==> src/sv/vlmc_pkg.sv <==
`timescale 1ns / 1ps
// ----------------------------------------------------------------------------
// vlmc_pkg
// Shared types and constants of the vent and light mode controller.
// ----------------------------------------------------------------------------
package vlmc_pkg;

    localparam int IN_TDATA_W  = 40;
    localparam int OUT_TDATA_W = 16;
    localparam int CFG_IDX_W   = 3;
    localparam int CFG_DATA_W  = 12;
    localparam int FIELD_W     = 12;

    localparam logic [1:0] MODE_AUTO   = 2'd0;
    localparam logic [1:0] MODE_MANUAL = 2'd1;
    localparam logic [1:0] MODE_SAFETY = 2'd2;

    localparam logic [CFG_IDX_W-1:0] REG_TEMP_OPEN    = 3'd0;
    localparam logic [CFG_IDX_W-1:0] REG_TEMP_CLOSE   = 3'd1;
    localparam logic [CFG_IDX_W-1:0] REG_LIGHT_THRESH = 3'd2;
    localparam logic [CFG_IDX_W-1:0] REG_DEBOUNCE     = 3'd3;
    localparam logic [CFG_IDX_W-1:0] REG_BEEP_HALF    = 3'd4;
    localparam logic [CFG_IDX_W-1:0] REG_OPEN_ANGLE   = 3'd5;
    localparam logic [CFG_IDX_W-1:0] REG_CLOSED_ANGLE = 3'd6;

    localparam logic signed [FIELD_W-1:0] HUM_MIN_TENTHS  = 12'sd0;
    localparam logic signed [FIELD_W-1:0] HUM_MAX_TENTHS  = 12'sd1000;
    localparam logic signed [FIELD_W-1:0] TEMP_MIN_TENTHS = -12'sd400;
    localparam logic signed [FIELD_W-1:0] TEMP_MAX_TENTHS = 12'sd800;

    typedef struct packed {
        logic signed [10:0] temp_open_tenths;
        logic signed [10:0] temp_close_tenths;
        logic [11:0]        lux_limit;
        logic [11:0]        debounce_ticks;
        logic [11:0]        beep_half_ticks;
        logic [7:0]         angle_open;
        logic [7:0]         angle_shut;
    } t_cfg;

    localparam t_cfg CFG_RESET = '{
        temp_open_tenths:  11'sd300,
        temp_close_tenths: 11'sd280,
        lux_limit:         12'd700,
        debounce_ticks:    12'd200,
        beep_half_ticks:   12'd500,
        angle_open:        8'd90,
        angle_shut:        8'd0
    };

    typedef struct packed {
        logic [FIELD_W-1:0]        light_reading;
        logic signed [FIELD_W-1:0] humidity_tenths;
        logic signed [FIELD_W-1:0] temp_tenths;
        logic                      read_failed;
        logic                      sample_valid;
        logic                      button_level;
    } t_item;

    typedef struct packed {
        logic       sensor_fault;
        logic       buzzer_on;
        logic       supplemental_on;
        logic [7:0] vent_angle;
        logic       vent_is_opened;
        logic [1:0] mode;
    } t_result;

    typedef struct packed {
        logic [1:0] mode;
        logic       vent;
        logic       light;
        logic       button_prev;
        logic       beep_phase;
        logic       fault;
    } t_ctl;

    localparam t_ctl CTL_RESET = '{
        mode:        MODE_AUTO,
        vent:        1'b0,
        light:       1'b0,
        button_prev: 1'b1,
        beep_phase:  1'b0,
        fault:       1'b0
    };

endpackage

==> src/sv/vlmc_step.sv <==
`timescale 1ns / 1ps
// ----------------------------------------------------------------------------
// vlmc_step
// Next-state and result logic for one tick: button, sample, mode and buzzer.
// ----------------------------------------------------------------------------
module vlmc_step import vlmc_pkg::*; #(
    parameter int READING_BITS = 12,
    parameter int AGE_BITS     = 12
) (
    input  t_cfg                           i_cfg,
    input  t_item                          i_item,
    input  t_ctl                           i_ctl,
    input  logic signed [READING_BITS-1:0] i_temp,
    input  logic [READING_BITS-1:0]        i_lum,
    input  logic [AGE_BITS-1:0]            i_press_age,
    input  logic [AGE_BITS-1:0]            i_beep_age,
    output t_ctl                           o_ctl,
    output logic signed [READING_BITS-1:0] o_temp,
    output logic [READING_BITS-1:0]        o_lum,
    output logic [AGE_BITS-1:0]            o_press_age,
    output logic [AGE_BITS-1:0]            o_beep_age,
    output t_result                        o_result
);

    localparam int TW = ((READING_BITS > 11) ? READING_BITS : 11) + 1;
    localparam int LW = (READING_BITS > 12) ? READING_BITS : 12;
    localparam int AW = (AGE_BITS > 12) ? AGE_BITS : 12;

    logic [AGE_BITS-1:0] w_press_inc;
    logic [AGE_BITS-1:0] w_beep_inc;
    logic                w_press;
    logic                w_bad;
    logic                w_light_want;
    logic signed [TW-1:0] w_temp_cmp;

    assign w_press_inc = (i_press_age == {AGE_BITS{1'b1}}) ? i_press_age
                                                           : i_press_age + 1'b1;
    assign w_beep_inc  = (i_beep_age == {AGE_BITS{1'b1}}) ? i_beep_age
                                                          : i_beep_age + 1'b1;
    assign w_press = !i_item.button_level && i_ctl.button_prev &&
                     (AW'(w_press_inc) >= AW'(i_cfg.debounce_ticks));
    assign w_bad = i_item.read_failed ||
                   (i_item.humidity_tenths < HUM_MIN_TENTHS) ||
                   (i_item.humidity_tenths > HUM_MAX_TENTHS) ||
                   (i_item.temp_tenths < TEMP_MIN_TENTHS) ||
                   (i_item.temp_tenths > TEMP_MAX_TENTHS);

    always_comb begin
        o_ctl       = i_ctl;
        o_temp      = i_temp;
        o_lum       = i_lum;
        o_press_age = w_press_inc;
        o_beep_age  = w_beep_inc;

        if (w_press) begin
            o_press_age = '0;
            case (i_ctl.mode)
                MODE_SAFETY: o_ctl.vent = 1'b1;
                MODE_MANUAL: o_ctl.mode = MODE_AUTO;
                default: begin
                    o_ctl.mode = MODE_MANUAL;
                    o_ctl.vent = 1'b1;
                end
            endcase
        end
        o_ctl.button_prev = i_item.button_level;

        if (i_item.sample_valid) begin
            if (w_bad) begin
                o_ctl.fault = 1'b1;
                o_ctl.mode  = MODE_SAFETY;
            end else begin
                o_temp      = READING_BITS'(i_item.temp_tenths);
                o_lum       = READING_BITS'(i_item.light_reading);
                o_ctl.fault = 1'b0;
                if (o_ctl.mode == MODE_SAFETY) begin
                    o_ctl.mode = MODE_AUTO;
                end
            end
        end

        w_light_want = LW'(o_lum) > LW'(i_cfg.lux_limit);
        w_temp_cmp   = TW'(o_temp);
        case (o_ctl.mode)
            MODE_SAFETY: begin
                o_ctl.vent  = 1'b1;
                o_ctl.light = 1'b0;
            end
            MODE_MANUAL: begin
                o_ctl.vent  = 1'b1;
                o_ctl.light = w_light_want;
            end
            default: begin
                if (w_temp_cmp >= TW'(i_cfg.temp_open_tenths)) begin
                    o_ctl.vent = 1'b1;
                end else if (w_temp_cmp <= TW'(i_cfg.temp_close_tenths)) begin
                    o_ctl.vent = 1'b0;
                end
                o_ctl.light = w_light_want;
            end
        endcase

        if (o_ctl.mode == MODE_SAFETY) begin
            if (AW'(w_beep_inc) >= AW'(i_cfg.beep_half_ticks)) begin
                o_beep_age       = '0;
                o_ctl.beep_phase = !i_ctl.beep_phase;
            end
        end else begin
            o_ctl.beep_phase = 1'b0;
        end

        o_result.mode            = o_ctl.mode;
        o_result.vent_is_opened  = o_ctl.vent;
        o_result.vent_angle      = o_ctl.vent ? i_cfg.angle_open
                                              : i_cfg.angle_shut;
        o_result.supplemental_on = o_ctl.light;
        o_result.buzzer_on       = o_ctl.beep_phase;
        o_result.sensor_fault    = o_ctl.fault;
    end

endmodule

==> src/sv/vent_light_mode_controller_core.sv <==
`timescale 1ns / 1ps
// ----------------------------------------------------------------------------
// vent_light_mode_controller_core
// Tick-driven vent, lighting and buzzer mode controller with stream ports.
// ----------------------------------------------------------------------------
// The block takes one tick transaction per clock cycle while the result side
// is not stalled, and returns one result transaction for each: the tick is
// captured in an input register, and the whole state update for that tick
// is done combinationally into the state and result registers. The rate of
// one tick per cycle rests on that update of the controller state being done
// at once. Both stages advance independently, so a stalled result does not
// stop a new tick from being captured while the input register is free.
module vent_light_mode_controller_core import vlmc_pkg::*; #(
    parameter int READING_BITS = 12,
    parameter int AGE_BITS     = 12
) (
    input  logic                   i_clk,
    input  logic                   i_rst_n,
    input  logic                   i_cfg_we,
    input  logic [CFG_IDX_W-1:0]   i_cfg_idx,
    input  logic [CFG_DATA_W-1:0]  i_cfg_wdata,
    input  logic                   s_axis_tvalid,
    output logic                   s_axis_tready,
    // Fields from bit 0: button_level, sample_valid, read_failed, temp_tenths,
    // humidity_tenths, light_reading, one zero pad bit.
    input  logic [IN_TDATA_W-1:0]  s_axis_tdata,
    output logic                   m_axis_tvalid,
    input  logic                   m_axis_tready,
    // Fields from bit 0: mode, vent_is_opened, vent_angle, supplemental_on,
    // buzzer_on, sensor_fault, two zero pad bits.
    output logic [OUT_TDATA_W-1:0] m_axis_tdata
);

    t_cfg                           r_cfg;
    t_item                          r_in_item;
    logic                           r_in_valid;
    t_result                        r_out;
    logic                           r_out_valid;
    t_ctl                           r_ctl;
    logic signed [READING_BITS-1:0] r_temp;
    logic [READING_BITS-1:0]        r_lum;
    logic [AGE_BITS-1:0]            r_press_age;
    logic [AGE_BITS-1:0]            r_beep_age;

    t_ctl                           n_ctl;
    logic signed [READING_BITS-1:0] n_temp;
    logic [READING_BITS-1:0]        n_lum;
    logic [AGE_BITS-1:0]            n_press_age;
    logic [AGE_BITS-1:0]            n_beep_age;
    t_result                        n_out;

    logic w_out_adv;
    logic w_fire;

    assign w_out_adv     = !r_out_valid || m_axis_tready;
    assign w_fire        = r_in_valid && w_out_adv;
    assign s_axis_tready = !r_in_valid || w_out_adv;
    assign m_axis_tvalid = r_out_valid;
    assign m_axis_tdata  = {{(OUT_TDATA_W - $bits(t_result)){1'b0}}, r_out};

    always_ff @(posedge i_clk) begin
        if (!i_rst_n) begin
            r_cfg <= CFG_RESET;
        end else if (i_cfg_we) begin
            case (i_cfg_idx)
                REG_TEMP_OPEN:    r_cfg.temp_open_tenths  <= i_cfg_wdata[10:0];
                REG_TEMP_CLOSE:   r_cfg.temp_close_tenths <= i_cfg_wdata[10:0];
                REG_LIGHT_THRESH: r_cfg.lux_limit         <= i_cfg_wdata;
                REG_DEBOUNCE:     r_cfg.debounce_ticks    <= i_cfg_wdata;
                REG_BEEP_HALF:    r_cfg.beep_half_ticks   <= i_cfg_wdata;
                REG_OPEN_ANGLE:   r_cfg.angle_open        <= i_cfg_wdata[7:0];
                REG_CLOSED_ANGLE: r_cfg.angle_shut        <= i_cfg_wdata[7:0];
                default: ;
            endcase
        end
    end

    always_ff @(posedge i_clk) begin
        if (!i_rst_n) begin
            r_in_valid <= 1'b0;
        end else if (s_axis_tready) begin
            r_in_valid <= s_axis_tvalid;
        end
    end

    always_ff @(posedge i_clk) begin
        if (s_axis_tvalid && s_axis_tready) begin
            r_in_item <= s_axis_tdata[$bits(t_item)-1:0];
        end
    end

    vlmc_step #(
        .READING_BITS(READING_BITS),
        .AGE_BITS    (AGE_BITS)
    ) u_step (
        .i_cfg      (r_cfg),
        .i_item     (r_in_item),
        .i_ctl      (r_ctl),
        .i_temp     (r_temp),
        .i_lum      (r_lum),
        .i_press_age(r_press_age),
        .i_beep_age (r_beep_age),
        .o_ctl      (n_ctl),
        .o_temp     (n_temp),
        .o_lum      (n_lum),
        .o_press_age(n_press_age),
        .o_beep_age (n_beep_age),
        .o_result   (n_out)
    );

    always_ff @(posedge i_clk) begin
        if (!i_rst_n) begin
            r_out_valid <= 1'b0;
            r_ctl       <= CTL_RESET;
            r_temp      <= '0;
            r_lum       <= '0;
            r_press_age <= '0;
            r_beep_age  <= '0;
        end else begin
            if (w_out_adv) begin
                r_out_valid <= r_in_valid;
            end
            if (w_fire) begin
                r_ctl       <= n_ctl;
                r_temp      <= n_temp;
                r_lum       <= n_lum;
                r_press_age <= n_press_age;
                r_beep_age  <= n_beep_age;
            end
        end
    end

    always_ff @(posedge i_clk) begin
        if (w_fire) begin
            r_out <= n_out;
        end
    end

    a_safety_vent_open: assert property (@(posedge i_clk) disable iff (!i_rst_n)
        (r_out_valid && r_out.mode == MODE_SAFETY) |-> r_out.vent_is_opened)
        else $error("safety result with vent closed");

    a_safety_light_off: assert property (@(posedge i_clk) disable iff (!i_rst_n)
        (r_out_valid && r_out.mode == MODE_SAFETY) |-> !r_out.supplemental_on)
        else $error("safety result with supplemental light on");

    a_buzzer_safety: assert property (@(posedge i_clk) disable iff (!i_rst_n)
        (r_out_valid && r_out.buzzer_on) |-> (r_out.mode == MODE_SAFETY))
        else $error("buzzer on outside safety mode");

    a_manual_vent_open: assert property (@(posedge i_clk) disable iff (!i_rst_n)
        (r_ctl.mode == MODE_MANUAL) |-> r_ctl.vent)
        else $error("manual mode with vent closed");

    a_ready_when_free: assert property (@(posedge i_clk) disable iff (!i_rst_n)
        !r_out_valid |-> s_axis_tready)
        else $error("input stalled while result register is empty");

endmodule

==> config.mk <==
export PLATFORM = sky130hd
export DESIGN_NAME = vent_light_mode_controller_core
export DESIGN_NICKNAME = d
export VERILOG_FILES = /design/src/sv/vlmc_pkg.sv /design/src/sv/vlmc_step.sv /design/src/sv/vent_light_mode_controller_core.sv
export SDC_FILE = /design/constraint.sdc
export NUM_CORES = 1
export LEC_CHECK = 0
export ABC_AREA = 1
export BUFFER_PORTS_ARGS = -buffer_cell sky130_fd_sc_hd__buf_2
export CAP_MARGIN = 20
export CORE_ASPECT_RATIO = 1.4
export CORE_MARGIN = 2
export CORE_UTILIZATION = 53
export DETAILED_ROUTE_END_ITERATION = 10
export GPL_TIMING_DRIVEN = 0
export PLACE_DENSITY = 0.75
export SYNTH_ARGS = -nofsm -noshare
export SYNTH_HDL_FRONTEND = slang
export SYNTH_SLANG_ARGS = --single-unit
==> constraint.sdc <==
create_clock -name i_clk -period 3.6 [get_ports i_clk]
set_clock_uncertainty 0.05 [all_clocks]
set_input_delay 0.36 -clock i_clk [delete_from_list [all_inputs] [get_ports i_clk]]
set_output_delay 0.36 -clock i_clk [all_outputs]
set_load 0.005 [all_outputs]
# [After elaboration in Yosys (flattened, before gate mapping)]
# Cells that the tools add are included.
[word_totals] wordCells=99 out_inout_bits=18 reg_bits=183 inputBits=60
[op_classes] addsub=2 order_cmp=9 reduce_logical=22 mux=23 eq_ne=13
[ops] cell="12-bit two-way mux" count=9
[ops] cell="12-bit by 1-bit adder with 12-bit output, second input constant" count=2
[ops] cell="12-bit == test, second input constant" count=2
[ops] cell="12-bit >= comparator" count=2
[ops] cell="12-bit by 11-bit greater-than comparator with 1-bit output, second input constant" count=2
[ops] cell="2-bit AND reduction" count=7
[ops] cell="12-bit by 11-bit >= comparator with 1-bit output" count=1
[ops] cell="12-bit greater-than comparator" count=1
[ops] cell="12-bit by 11-bit less-or-equal comparator with 1-bit output" count=1
[ops] cell="12-bit by 1-bit less-than comparator with 1-bit output, second input constant" count=1
[ops] cell="12-bit by 10-bit less-than comparator with 1-bit output, second input constant" count=1
[ops] cell="3-bit == test, second input constant" count=3
[ops] cell="8-bit two-way mux" count=1
[ops] cell="2-bit one-hot mux with 2 select lines" count=2
[ops] cell="1-bit two-way mux" count=7
[ops] cell="2-bit == test, second input constant" count=3
[ops] cell="3-bit by 2-bit == test with 1-bit output, second input constant" count=2
[ops] cell="1-bit logical OR" count=6
[ops] cell="2-bit two-way mux" count=3
[ops] cell="2-bit by 1-bit == test with 1-bit output, second input constant" count=2
[ops] cell="1-bit logical AND" count=4
[ops] cell="1-bit logical NOT" count=4
[ops] cell="3-bit by 1-bit == test with 1-bit output, second input constant" count=1
[ops] cell="3-bit logical NOT" count=1
[ops] cell="3-bit two-way mux" count=1

# [Longest topological paths before layout]
# Gate-level depths: netlist of run 1.
[logic_depth] depth_word=12 depth_mapped=30 ltp_nobuf=30

# [Hierarchy]
# From an unflattened synthesis of run 1, not the netlist that was laid out.
[unflattened] cells_unflattened=1364 hier_area_um2=9970.8
[by_module_without_submodules] module="vent_light_mode_controller_core" cells_each=772 instances=1 area_each_um2=6787.8
[by_module_without_submodules] module="vlmc_step" cells_each=592 instances=1 area_each_um2=3183.1

# [Worst setup path after synthesis of run 1]
# OpenSTA, ideal clock, no wires.
[synth_timing] path_kind="reg2reg" from="register r_press_age[1]" to="register r_out, in the netlist m_axis_tdata[4] (data pin)" period_less_slack_ns=3.591 t_arrival_ns=3.289 required_ns=3.298 path_stages_with_launch=31 path_buffers=1 slack_ns=0.009 path_cell_list="dfxtp_1 -> ha_1 -> nand2_2 -> nor3_4 -> nand2_2 -> nor2_4 -> nand2_2 -> buf_6 -> xor2_1 -> inv_1 -> ha_1 -> inv_1 -> nand2_1 -> nand3_1 -> nand2_1 -> nand2_1 -> nand3_2 -> nand2_1 -> nand2_1 -> nand3_1 -> nand2_1 -> nand2_1 -> inv_1 -> ha_1 -> nand2_1 -> inv_1 -> nand2_1 -> nor2_4 -> nand2_4 -> nand2_1 -> nand2_1"
[synth_lines] element="from (decl)" line_no="vent_light_mode_controller_core.sv:42" text="logic [AGE_BITS-1:0] r_press_age;"
[synth_lines] element="from (signal assigned)" line_no="vent_light_mode_controller_core.sv:127" text="r_press_age <= n_press_age;"
[synth_lines] element="to (signal assigned)" line_no="vent_light_mode_controller_core.sv:135" text="r_out <= n_out;"
[synth_lines] element="to (decl)" line_no="vent_light_mode_controller_core.sv:37" text="t_result r_out;"

==> flow_metrics.py, run 1 <==
metrics = {
    "critical_path": {
        "worst-path-max-fanout": 5,
        "max_stage_delay_ps": 370,
        "cpMaxStageDelayCell": "dfxtp_4",
        "crit_top_cell": "nand2_2",
        "crit_type": "reg -> reg",
        "required_ps": 3750,
        "rr_worst_depth": 29,
        "arrival_ps": 3920,
        "endpoint_kind": "register",
        "cp-start-kind": "register",
    },
    "pwr": {
        "power.density_nw_per_um2": 427,
        "p_int_w": 0.00349,
        "share_comb_of_total_power_pct": 12.1,
        "p_clk_share_pct": 40.7,
        "vdd.ir_drop.worst_uv": 405,
        "p_switching_w": 0.00129,
        "leakagePower_nw": 5.26,
        "netSwitchingFraction_pct": 27.0,
        "seq_power_share_pct": 47.3,
    },
    "detailed_routing": {
        "detail-route-antenna-nets": 0,
        "vias": 8173,
        "totalWireLength_um": 23300,
        "via_per_inst": 5.29,
        "avgRoutedWirePerCell_um": 15.1,
        "dr.first_iter.drc_count": 480,
        "drc": 0,
        "firstDrtPassIters": 7,
    },
    "layout": {
        "area_growth_pct": 19.6,
        "insertedDiodeCount": 0,
        "drive_gt1_share_pct": 20.2,
        "fin_nets": 1423,
        "fill_cells": 1462,
        "multi_input_area_um2": 4620,
        "regArea_um2": 4210,
    },
    "grt": {
        "grtUsageMet2_pct": 45.9,
        "grt_pass1_vias": 7972,
        "grt_usage_pct": 25.5,
        "grt_pass1_wl_um": 37400,
        "grt-busiest-layer": "met2",
        "grt_max_degree": 28,
        "grt_use_met3_pct": 4.43,
        "antenna_found_initial": 0,
        "met1_usage_pct": 27.6,
        "grt_overflow": 0,
    },
    "hold_path": {
        "hold_path_depth": 1,
        "hp-class": "in -> reg",
    },
    "synth": {
        "async_flop_share_pct": 0,
        "yosysTopAreaCellShare_pct": 27.8,
        "synth_seq_area_share_pct": 44.8,
        "synth_top_area_cell": "dfxtp_1",
        "ys.warnings.count": 0,
        "syn-cell-area_um2": 9360,
        "synthCells": 1174,
        "avgSynthCellArea_um2": 7.97,
        "synth_top_cells_by_area": "dfxtp_1 (28%), edfxtp_1 (17%), nand2_1 (9.1%)",
        "synth_ff_type": "dfxtp_1",
        "synth_cell_types": 44,
        "synth_edf_count": 53,
        "ys_seq_elements": 183,
    },
    "clock_network": {
        "path_clk_slew_ps": 70,
        "cts_buffers": 17,
        "cts_sinks": 183,
        "cts_tree": "built",
        "cts_hold_buf": 0,
        "htreeDepth": 4,
        "clk_latency_ps": 450,
        "clockBufferDepth": 2,
        "cts-root-buf": "clkbuf_16",
    },
    "status": {
        "violations": "negative setup slack",
        "outcome": "finished with violations",
    },
    "timing": {
        "tightest_slew_ps": 745,
        "rsz0062_at_grt": "true",
        "hold_slack_ps": 35.0,
        "timing.fmax_mhz": 265,
        "setup_slack_ps": -170,
        "setup_tns_ps": -1430,
        "fin_crit_ps": 3770,
        "slew_headroom_pct": 50.3,
        "setup_viol": 10,
        "hold_viol": 0,
        "finalCritPeriodShare_pct": 105,
        "timing_max_transition_violations_final": 0,
    },
    "die": {
        "rows": 57,
        "coreArea_um2": 17300,
        "initial_core_util_pct": 54.0,
        "die_h_um": 161,
        "die_x_um": 116,
        "pin_count": 78,
        "dieArea_um2": 18700,
    },
    "placed_design": {
        "dp_hpwl_um": 16500,
        "io_buffers": 74,
        "gp_congestion": 0.857,
    },
    "job": {
        "max_cap_viol_count": 0,
    },
}
## final timing paths
check                                   start                        end  slack [ps]
setup / recovery  r_press_age[0]$_SDFFE_PN0P_  m_axis_tdata[3]$_DFFE_PP_        -170
hold / removal               s_axis_tdata[35]    r_in_item[35]$_DFFE_PP_          40
hold reg to reg        r_cfg[69]$_SDFFE_PN0P_     r_cfg[69]$_SDFFE_PN0P_         420
setup reg to reg  r_press_age[0]$_SDFFE_PN0P_  m_axis_tdata[3]$_DFFE_PP_        -170
## cell usage after synthesis, types with 2 or more instances
cell      instances
edfxtp_1         53
nand2_2          31
nor2_4            3
o21ai_0          61
a31oi_1           2
ha_1             66
nand4_1          33
nand3_1          71
nor3_2            2
o21ai_1           7
a21o_1            2
o21ai_2           9
o211ai_1         20
buf_4             6
a21oi_1          88
and2_1            4
nor3_1            5
buf_6             4
nand2_1         226
nor2_2            5
xnor2_1           2
o21bai_1          2
buf_2             7
nor2_1          132
clkbuf_1         28
nor3b_1           2
xor2_1            9
inv_2             6
inv_1           143
nor3_4            2
dfxtp_1         130
## flip-flops by register name, summed over array words and instances (netlist names)
register,flops
r_cfg,74
m_axis_tvalid,1
r_beep_age,12
r_ctl,6
r_temp,12
r_in_valid,1
r_in_item,39
r_press_age,12
m_axis_tdata,14
r_lum,12
## through the flow
stage / power [W] / instance area (um2) / instances / setup slack (ps) / util (%)
after global routing: 0.00497 / 11200 / 1546 / -404 / 64.6
after floorplan: 0.00264 / 9360 / 1175 / 8.89 / -
after CTS: 0.00476 / 11000 / 1538 / -67.1 / 63.3
final: 0.00478 / 11200 / 1546 / -170 / 64.6
after global placement: 0.00280 / 10000 / 1485 / -531 / 57.9
after detailed placement: 0.00282 / 10100 / 1487 / -595 / 58.1
## placed cells by master (no fill, tap or decap), types with 4 or more instances in the layout
cell type,count
a21oi_1,86
and2_1,4
buf_2,80
buf_4,26
buf_6,8
clkbuf_1,28
clkbuf_16,17
dfxtp_1,123
dfxtp_2,5
edfxtp_1,53
ha_1,59
ha_4,6
inv_1,137
inv_2,12
inv_8,5
nand2_1,206
nand2_2,46
nand2_4,7
nand3_1,67
nand3_2,4
nand4_1,33
nor2_1,131
nor2_2,5
nor2_4,4
nor3_1,5
o211ai_1,20
o21ai_0,61
o21ai_1,7
o21ai_2,6
xor2_1,8
## cell type report
| class | count | area share [%] |
|---|---|---|
| buffer | 46 | 2.18 |
| clock buffer | 17 | 3.80 |
| clock inverter | 15 | 1.63 |
| inverter | 149 | 5.00 |
| multi-input combinational | 798 | 41.3 |
| sequential | 183 | 37.6 |
| tap | 236 | 2.64 |
| timing repair buffer | 102 | 5.86 |
## per-layer routing
metal / vias to the layer above / share of wire [%]
met5: - / 0
met4: 0 / 5.0
li1: 4110 / -
met2: 226 / 53
met3: 72 / 4.0
met1: 3765 / 38
## critical path, delay by kind of cell (launching register included)
family,cells,cell delay [ps]
adders and majority gates,3,650
buffers and inverters,4,370
DFF,1,370
and+or+nand+nor,22,2080
## cell families after synthesis
group                    share of synthesized area (%)
flip-flops                                        44.8
buffers and inverters                             8.48
AND/OR/NAND/NOR                                   25.3
XOR/XNOR                                          1.03
other                                           0.0401
adder cells (fa/ha/maj)                           8.83
AO/OA/AOI/OAI                                     11.5
## timing repair
action,in CTS,in global routing
setup buffers,17,7
resized for setup,32,43
pin swaps,25,23
endpoints found under the hold margin,0,0
cloned,2,1
endpoints found under the setup margin,21,25
## power by group through the flow
stage / Combinational [W] / Clock (W) / Sequential (W)
6_report: 0.000577 / 0.00194 / 0.00226
3_5_place_dp: 0.000517 / 0 / 0.00231
5_1_grt: 0.000652 / 0.00205 / 0.00227
3_3_place_gp: 0.000496 / 0 / 0.00230
2_1_floorplan: 0.000344 / 0 / 0.00230
4_1_cts: 0.000549 / 0.00196 / 0.00226
No activity file was read; power rests on OpenSTA's default activity.
==> run 2, diff against run 1 <==
- CORE_UTILIZATION: 53 -> 60
- PLACE_DENSITY: 0.75 -> 0.8
- clock period: 3.6 -> 4.8 ns (I/O delays scaled with it)
==> run 2 against run 1 <==
  * The run now ends clean
  * Hold slack improved by 140 ps
  * Clock power fell by 27%
  * Clock-buffer cell count rose by 1
  * Largest cell class unchanged
  * Largest power group unchanged
  * Sequential power fell by 25%
==> flow_metrics.py, run 2 (same netlist as run 1, synthesis figures left out) <==
metrics = {
    "layout": {
        "fill_cells": 1248,
        "insertedDiodeCount": 0,
        "fin_nets": 1396,
        "largest_reg_flops": 74,
        "largest-register": "r_cfg",
        "area_growth_pct": 13.5,
        "drive_gt1_share_pct": 14.7,
        "layout_common_cells": "nand2_1 (226), inv_1 (143), nor2_1 (132), dfxtp_1 (130), a21oi_1 (88)",
        "final_common_cell": "nand2_1",
        "design_area_um2": 10600,
    },
    "grt": {
        "grt_max_degree": 30,
        "grt_pass1_wl_um": 35600,
        "grt_usage_pct": 27.9,
        "grt_pass1_vias": 7621,
        "grt_overflow": 0,
        "antenna_found_initial": 0,
    },
    "timing": {
        "finalCritPeriodShare_pct": 89.9,
        "tightest_slew_ps": 890,
        "fin_crit_ps": 4310,
        "slew_headroom_pct": 40.7,
        "timing.fmax_mhz": 232,
        "setup_tns_ps": 0,
        "setup_slack_ps": 486,
        "setup_viol": 0,
        "rsz0062_at_grt": "false",
        "hold_slack_ps": 176,
        "hold_viol": 0,
        "timing_max_transition_violations_final": 0,
    },
    "detailed_routing": {
        "totalWireLength_um": 21900,
        "detail-route-antenna-nets": 0,
        "via_per_inst": 5.42,
        "vias": 8010,
        "dr.first_iter.drc_count": 451,
        "avgRoutedWirePerCell_um": 14.8,
        "firstDrtPassIters": 5,
        "drc": 0,
    },
    "pwr": {
        "share_comb_of_total_power_pct": 11.3,
        "p_clk_share_pct": 40.4,
        "vdd.ir_drop.worst_uv": 248,
        "p_int_w": 0.00257,
        "netSwitchingFraction_pct": 26.7,
        "p_switching_w": 0.000935,
        "power.density_nw_per_um2": 330,
        "leakagePower_nw": 5.02,
        "seq_power_share_pct": 48.3,
        "total_power_w": 0.00351,
    },
    "critical_path": {
        "required_ps": 4930,
        "crit_top_cell": "nand2_1",
        "worst-path-max-fanout": 10,
        "cpMaxStageDelayCell": "dfxtp_1",
        "endpoint_kind": "register",
        "crit_type": "reg -> reg",
        "cp-start-kind": "register",
        "max_stage_delay_ps": 390,
        "arrival_ps": 4440,
    },
    "clock_network": {
        "htreeDepth": 4,
        "clk_latency_ps": 420,
        "path_clk_slew_ps": 70,
        "clockBufferDepth": 2,
        "cts_buffers": 17,
        "cts_sinks": 183,
        "cts_resized": 0,
        "cts_hold_buf": 0,
        "postCtsSetupBuffers": 0,
        "cts_tree": "built",
        "cts-root-buf": "clkbuf_16",
    },
    "placed_design": {
        "io_buffers": 74,
        "place_ws_ps": 550,
        "dp_hpwl_um": 16400,
        "place_area_um2": 10000,
        "gp_congestion": 0.889,
    },
    "die": {
        "rows": 54,
        "die_h_um": 152,
        "dieArea_um2": 16600,
        "die_x_um": 110,
        "initial_core_util_pct": 60.7,
        "pin_count": 78,
        "coreArea_um2": 15400,
    },
    "status": {
        "outcome": "completed",
    },
    "job": {
        "max_cap_viol_count": 0,
    },
    "hold_path": {
        "hp-class": "in -> reg",
    },
}
[run 2: power groups by stage]
stage,Clock [W],Sequential [W],Combinational (W)
2_1_floorplan,0,0.00172,0.000258
3_3_place_gp,0,0.00173,0.000370
3_5_place_dp,0,0.00173,0.000387
4_1_cts,0.00143,0.00169,0.000393
5_1_grt,0.00149,0.00170,0.000449
6_report,0.00142,0.00169,0.000395
[run 2: worst paths after layout]
path	start	cells past startpoint	to	slack, ps
max	r_press_age[1]$_SDFFE_PN0P_	30	m_axis_tdata[3]$_DFFE_PP_	490
min	s_axis_tdata[31]	1	r_in_item[31]$_DFFE_PP_	180
max reg2reg	r_press_age[1]$_SDFFE_PN0P_	30	m_axis_tdata[3]$_DFFE_PP_	490
min reg2reg	r_cfg[14]$_SDFFE_PN1P_	2	r_cfg[14]$_SDFFE_PN1P_	410
[run 2: per-layer routing]
layer | GRT usage, % | wire (um) | vias up | share of wire, %
li1 | - | - | 4051 | -
met2 | 51.2 | 11500 | 240 | 53
met3 | 4.06 | 1010 | 70 | 4.6
met4 | 13.6 | 921 | 0 | 4.2
met5 | 0 | 0 | - | 0
met1 | 31.1 | 8440 | 3649 | 39
[run 2: cell type report]
cell class / count / area [um2] / area share [%]
sequential: 183 / 4190 / 39.5
multi-input combinational: 797 / 4370 / 41.2
clock buffer: 18 / 450 / 4.24
buffer: 46 / 234 / 2.20
clock inverter: 14 / 149 / 1.40
inverter: 149 / 559 / 5.27
tap: 196 / 245 / 2.31
timing repair buffer: 76 / 413 / 3.89
[run 2: worst max-delay path: cells and delay by family (launching register included)]
family                     cells  cell delay [ps]
DFF                            1              390
adders and majority gates      3              860
buffers and inverters          5              390
and+or+nand+nor               21             2160
xor gates and xnor gates       1              180
[run 2: metrics by stage]
step	utilization (%)	instances
3_3_place_gp	64.8	1445
6_report	68.9	1479
5_1_grt	68.9	1479
3_5_place_dp	65.0	1447
2_1_floorplan	-	1175
4_1_cts	68.9	1479
==> run 3, diff against run 2 <==
- ABC_AREA: 1 -> default
- CORE_UTILIZATION: 60 -> 35
- PLACE_DENSITY: 0.8 -> default
- SETUP_SLACK_MARGIN: default -> 0.1
==> run 3 against run 2 <==
  * Clock-buffer cell count rose by 1
  * Total power is 4.3% lower
  * Flip-flop and latch count did not move
  * Critical path type unchanged
  * Largest power group unchanged
==> flow_metrics.py, run 3 <==
metrics = {
    "synth": {
        "synth_common_cells": "nand2_1 (170), dfxtp_1 (130), inv_1 (69)",
        "synth_edf_count": 53,
        "synth_ff_type": "dfxtp_1",
        "synth_cell_types": 58,
        "synth_top_cells_by_area": "dfxtp_1 (28%), edfxtp_1 (17%), ha_1 (9.0%)",
        "synth_top_area_cell": "dfxtp_1",
        "ys_seq_elements": 183,
        "yosysTopAreaCellShare_pct": 28.4,
        "async_flop_share_pct": 0,
        "synthCells": 947,
        "synth.most_common_cell": "nand2_1",
        "ys.warnings.count": 0,
        "synth_seq_area_share_pct": 45.8,
        "avgSynthCellArea_um2": 9.68,
        "syn-cell-area_um2": 9170,
    },
    "grt": {
        "grt_use_met3_pct": 2.82,
        "grt_overflow": 0,
        "grt-busiest-layer": "met2",
        "grt_pass1_wl_um": 36300,
        "grt_max_degree": 40,
        "grt_pass1_vias": 7161,
        "met1_usage_pct": 19.0,
        "grt_usage_pct": 16.8,
        "grtUsageMet2_pct": 31.0,
        "antenna_found_initial": 0,
    },
    "detailed_routing": {
        "detail-route-antenna-nets": 0,
        "vias": 7081,
        "via_per_inst": 5.08,
        "firstDrtPassIters": 7,
        "totalWireLength_um": 22600,
        "avgRoutedWirePerCell_um": 16.2,
        "dr.first_iter.drc_count": 383,
        "drc": 0,
    },
    "clock_network": {
        "htreeDepth": 4,
        "clk_latency_ps": 440,
        "cts_tree": "built",
        "cts_hold_buf": 0,
        "path_clk_slew_ps": 70,
        "cts_sinks": 183,
        "cts_buffers": 17,
        "cts-root-buf": "clkbuf_16",
        "clockBufferDepth": 2,
    },
    "die": {
        "die_x_um": 141,
        "rows": 70,
        "coreArea_um2": 25900,
        "die_h_um": 195,
        "pin_count": 78,
        "dieArea_um2": 27500,
        "initial_core_util_pct": 35.4,
    },
    "placed_design": {
        "gp_congestion": 0.818,
        "dp_hpwl_um": 16700,
        "io_buffers": 72,
    },
    "layout": {
        "fin_nets": 1181,
        "largest_reg_flops": 74,
        "largest-register": "r_cfg",
        "fill_cells": 2574,
        "final_common_cell": "nand2_1",
        "area_growth_pct": 18.0,
        "drive_gt1_share_pct": 15.7,
        "layout_common_cells": "nand2_1 (170), dfxtp_1 (126), buf_2 (72), inv_1 (69), ha_1 (64)",
    },
    "timing": {
        "fin_crit_ps": 4540,
        "slew_headroom_pct": 29.1,
        "setup_tns_ps": 0,
        "hold_viol": 0,
        "tightest_slew_ps": 1060,
        "finalCritPeriodShare_pct": 94.6,
        "hold_slack_ps": 161,
        "timing_max_transition_violations_final": 0,
        "timing.fmax_mhz": 220,
        "setup_viol": 0,
        "rsz0062_at_grt": "false",
    },
    "pwr": {
        "p_int_w": 0.00256,
        "share_comb_of_total_power_pct": 7.5,
        "leakagePower_nw": 4.29,
        "vdd.ir_drop.worst_uv": 255,
        "seq_power_share_pct": 49.6,
        "netSwitchingFraction_pct": 23.7,
        "p_clk_share_pct": 42.8,
        "p_switching_w": 0.000795,
        "power.density_nw_per_um2": 310,
    },
    "critical_path": {
        "max_stage_delay_ps": 580,
        "cp_cell_sequence": "or4_4 -> o21ai_4 -> a211oi_4 -> nor3_4 -> buf_6 -> buf_6 -> mux2_1 -> ha_1 -> nand4_1 -> nor3_2 -> a211oi_2 -> mux2_4 -> a311oi_4 -> buf_4 -> clkbuf_16 -> mux2_4",
        "required_ps": 4940,
        "worst-path-max-fanout": 10,
        "crit_type": "reg -> reg",
        "cp-start-kind": "register",
        "cpMaxStageDelayCell": "or4_4",
        "endpoint_kind": "register",
        "arrival_ps": 4680,
    },
    "job": {
        "max_cap_viol_count": 0,
    },
    "status": {
        "outcome": "completed",
    },
    "hold_path": {
        "hp-class": "in -> reg",
    },
}
run 3: what timing repair did:
action | CTS | global route
gates cloned | 0 | 1
resized for setup | 10 | 23
endpoints found under the hold margin | 0 | 0
setup buffers | 8 | 7
setup endpoints to repair | 10 | 9
pin swaps | 3 | 7
run 3: area by class of cell:
type,instances,area (um2),area share (%)
antenna,1,2.50,0.0231
buffer,39,203,1.87
clock buffer,19,464,4.29
clock inverter,13,144,1.33
inverter,69,259,2.39
multi-input combinational,657,4630,42.8
sequential,183,4200,38.8
tap,324,405,3.75
timing repair buffer,88,514,4.75
run 3: logic make-up after synthesis:
| family | share of synthesized area (%) |
|---|---|
| simple gates | 16.7 |
| buf+inv | 4.75 |
| mux | 7.39 |
| flops | 45.8 |
| fa+ha+maj | 9.01 |
| other cells | 0.0409 |
| compound gates | 14.8 |
| xor+xnor | 1.53 |
run 3: final timing paths:
kind,startpoint,end,slack [ps],depth (start not counted)
setup / recovery,r_in_item[5]$_DFFE_PP_,m_axis_tdata[10]$_DFFE_PP_,260,16
hold / removal,s_axis_tdata[36],r_in_item[36]$_DFFE_PP_,160,1
setup reg to reg,r_in_item[5]$_DFFE_PP_,m_axis_tdata[10]$_DFFE_PP_,260,16
hold reg to reg,r_cfg[26]$_SDFFE_PN0P_,r_cfg[26]$_SDFFE_PN0P_,410,2
run 3: critical path, delay by kind of cell (launching register included):
kind	cells	cell delay, ps
fa+ha+maj	1	330
buf+inv	4	650
compound gates	4	610
mux	3	980
flops	1	430
simple gates	4	1250
run 3: per-stage QoR:
stage | power (W) | setup slack, ps | instance area [um2] | instances | utilization, %
global placement | 0.00193 | -813 | 9930 | 1344 | 38.3
global route | 0.00348 | 32.4 | 10800 | 1392 | 41.7
finish | 0.00336 | 258 | 10800 | 1393 | 41.7
CTS | 0.00338 | 125 | 10700 | 1384 | 41.1
detailed placement | 0.00194 | -867 | 9940 | 1344 | 38.3
floorplan | 0.00183 | 276 | 9170 | 948 | -
run 3: per-layer routing:
layer  vias up  wire length [um]
met3        38               720
met4         0               733
met5         -                 0
met1      3359              9500
li1       3554                 -
met2       130             11700
run 3: power groups by stage:
stage / Sequential, W / Clock [W] / Combinational, W
6_report: 0.00167 / 0.00144 / 0.000252
5_1_grt: 0.00167 / 0.00153 / 0.000279
4_1_cts: 0.00167 / 0.00147 / 0.000241
3_5_place_dp: 0.00170 / 0 / 0.000235
3_3_place_gp: 0.00170 / 0 / 0.000232
2_1_floorplan: 0.00169 / 0 / 0.000138
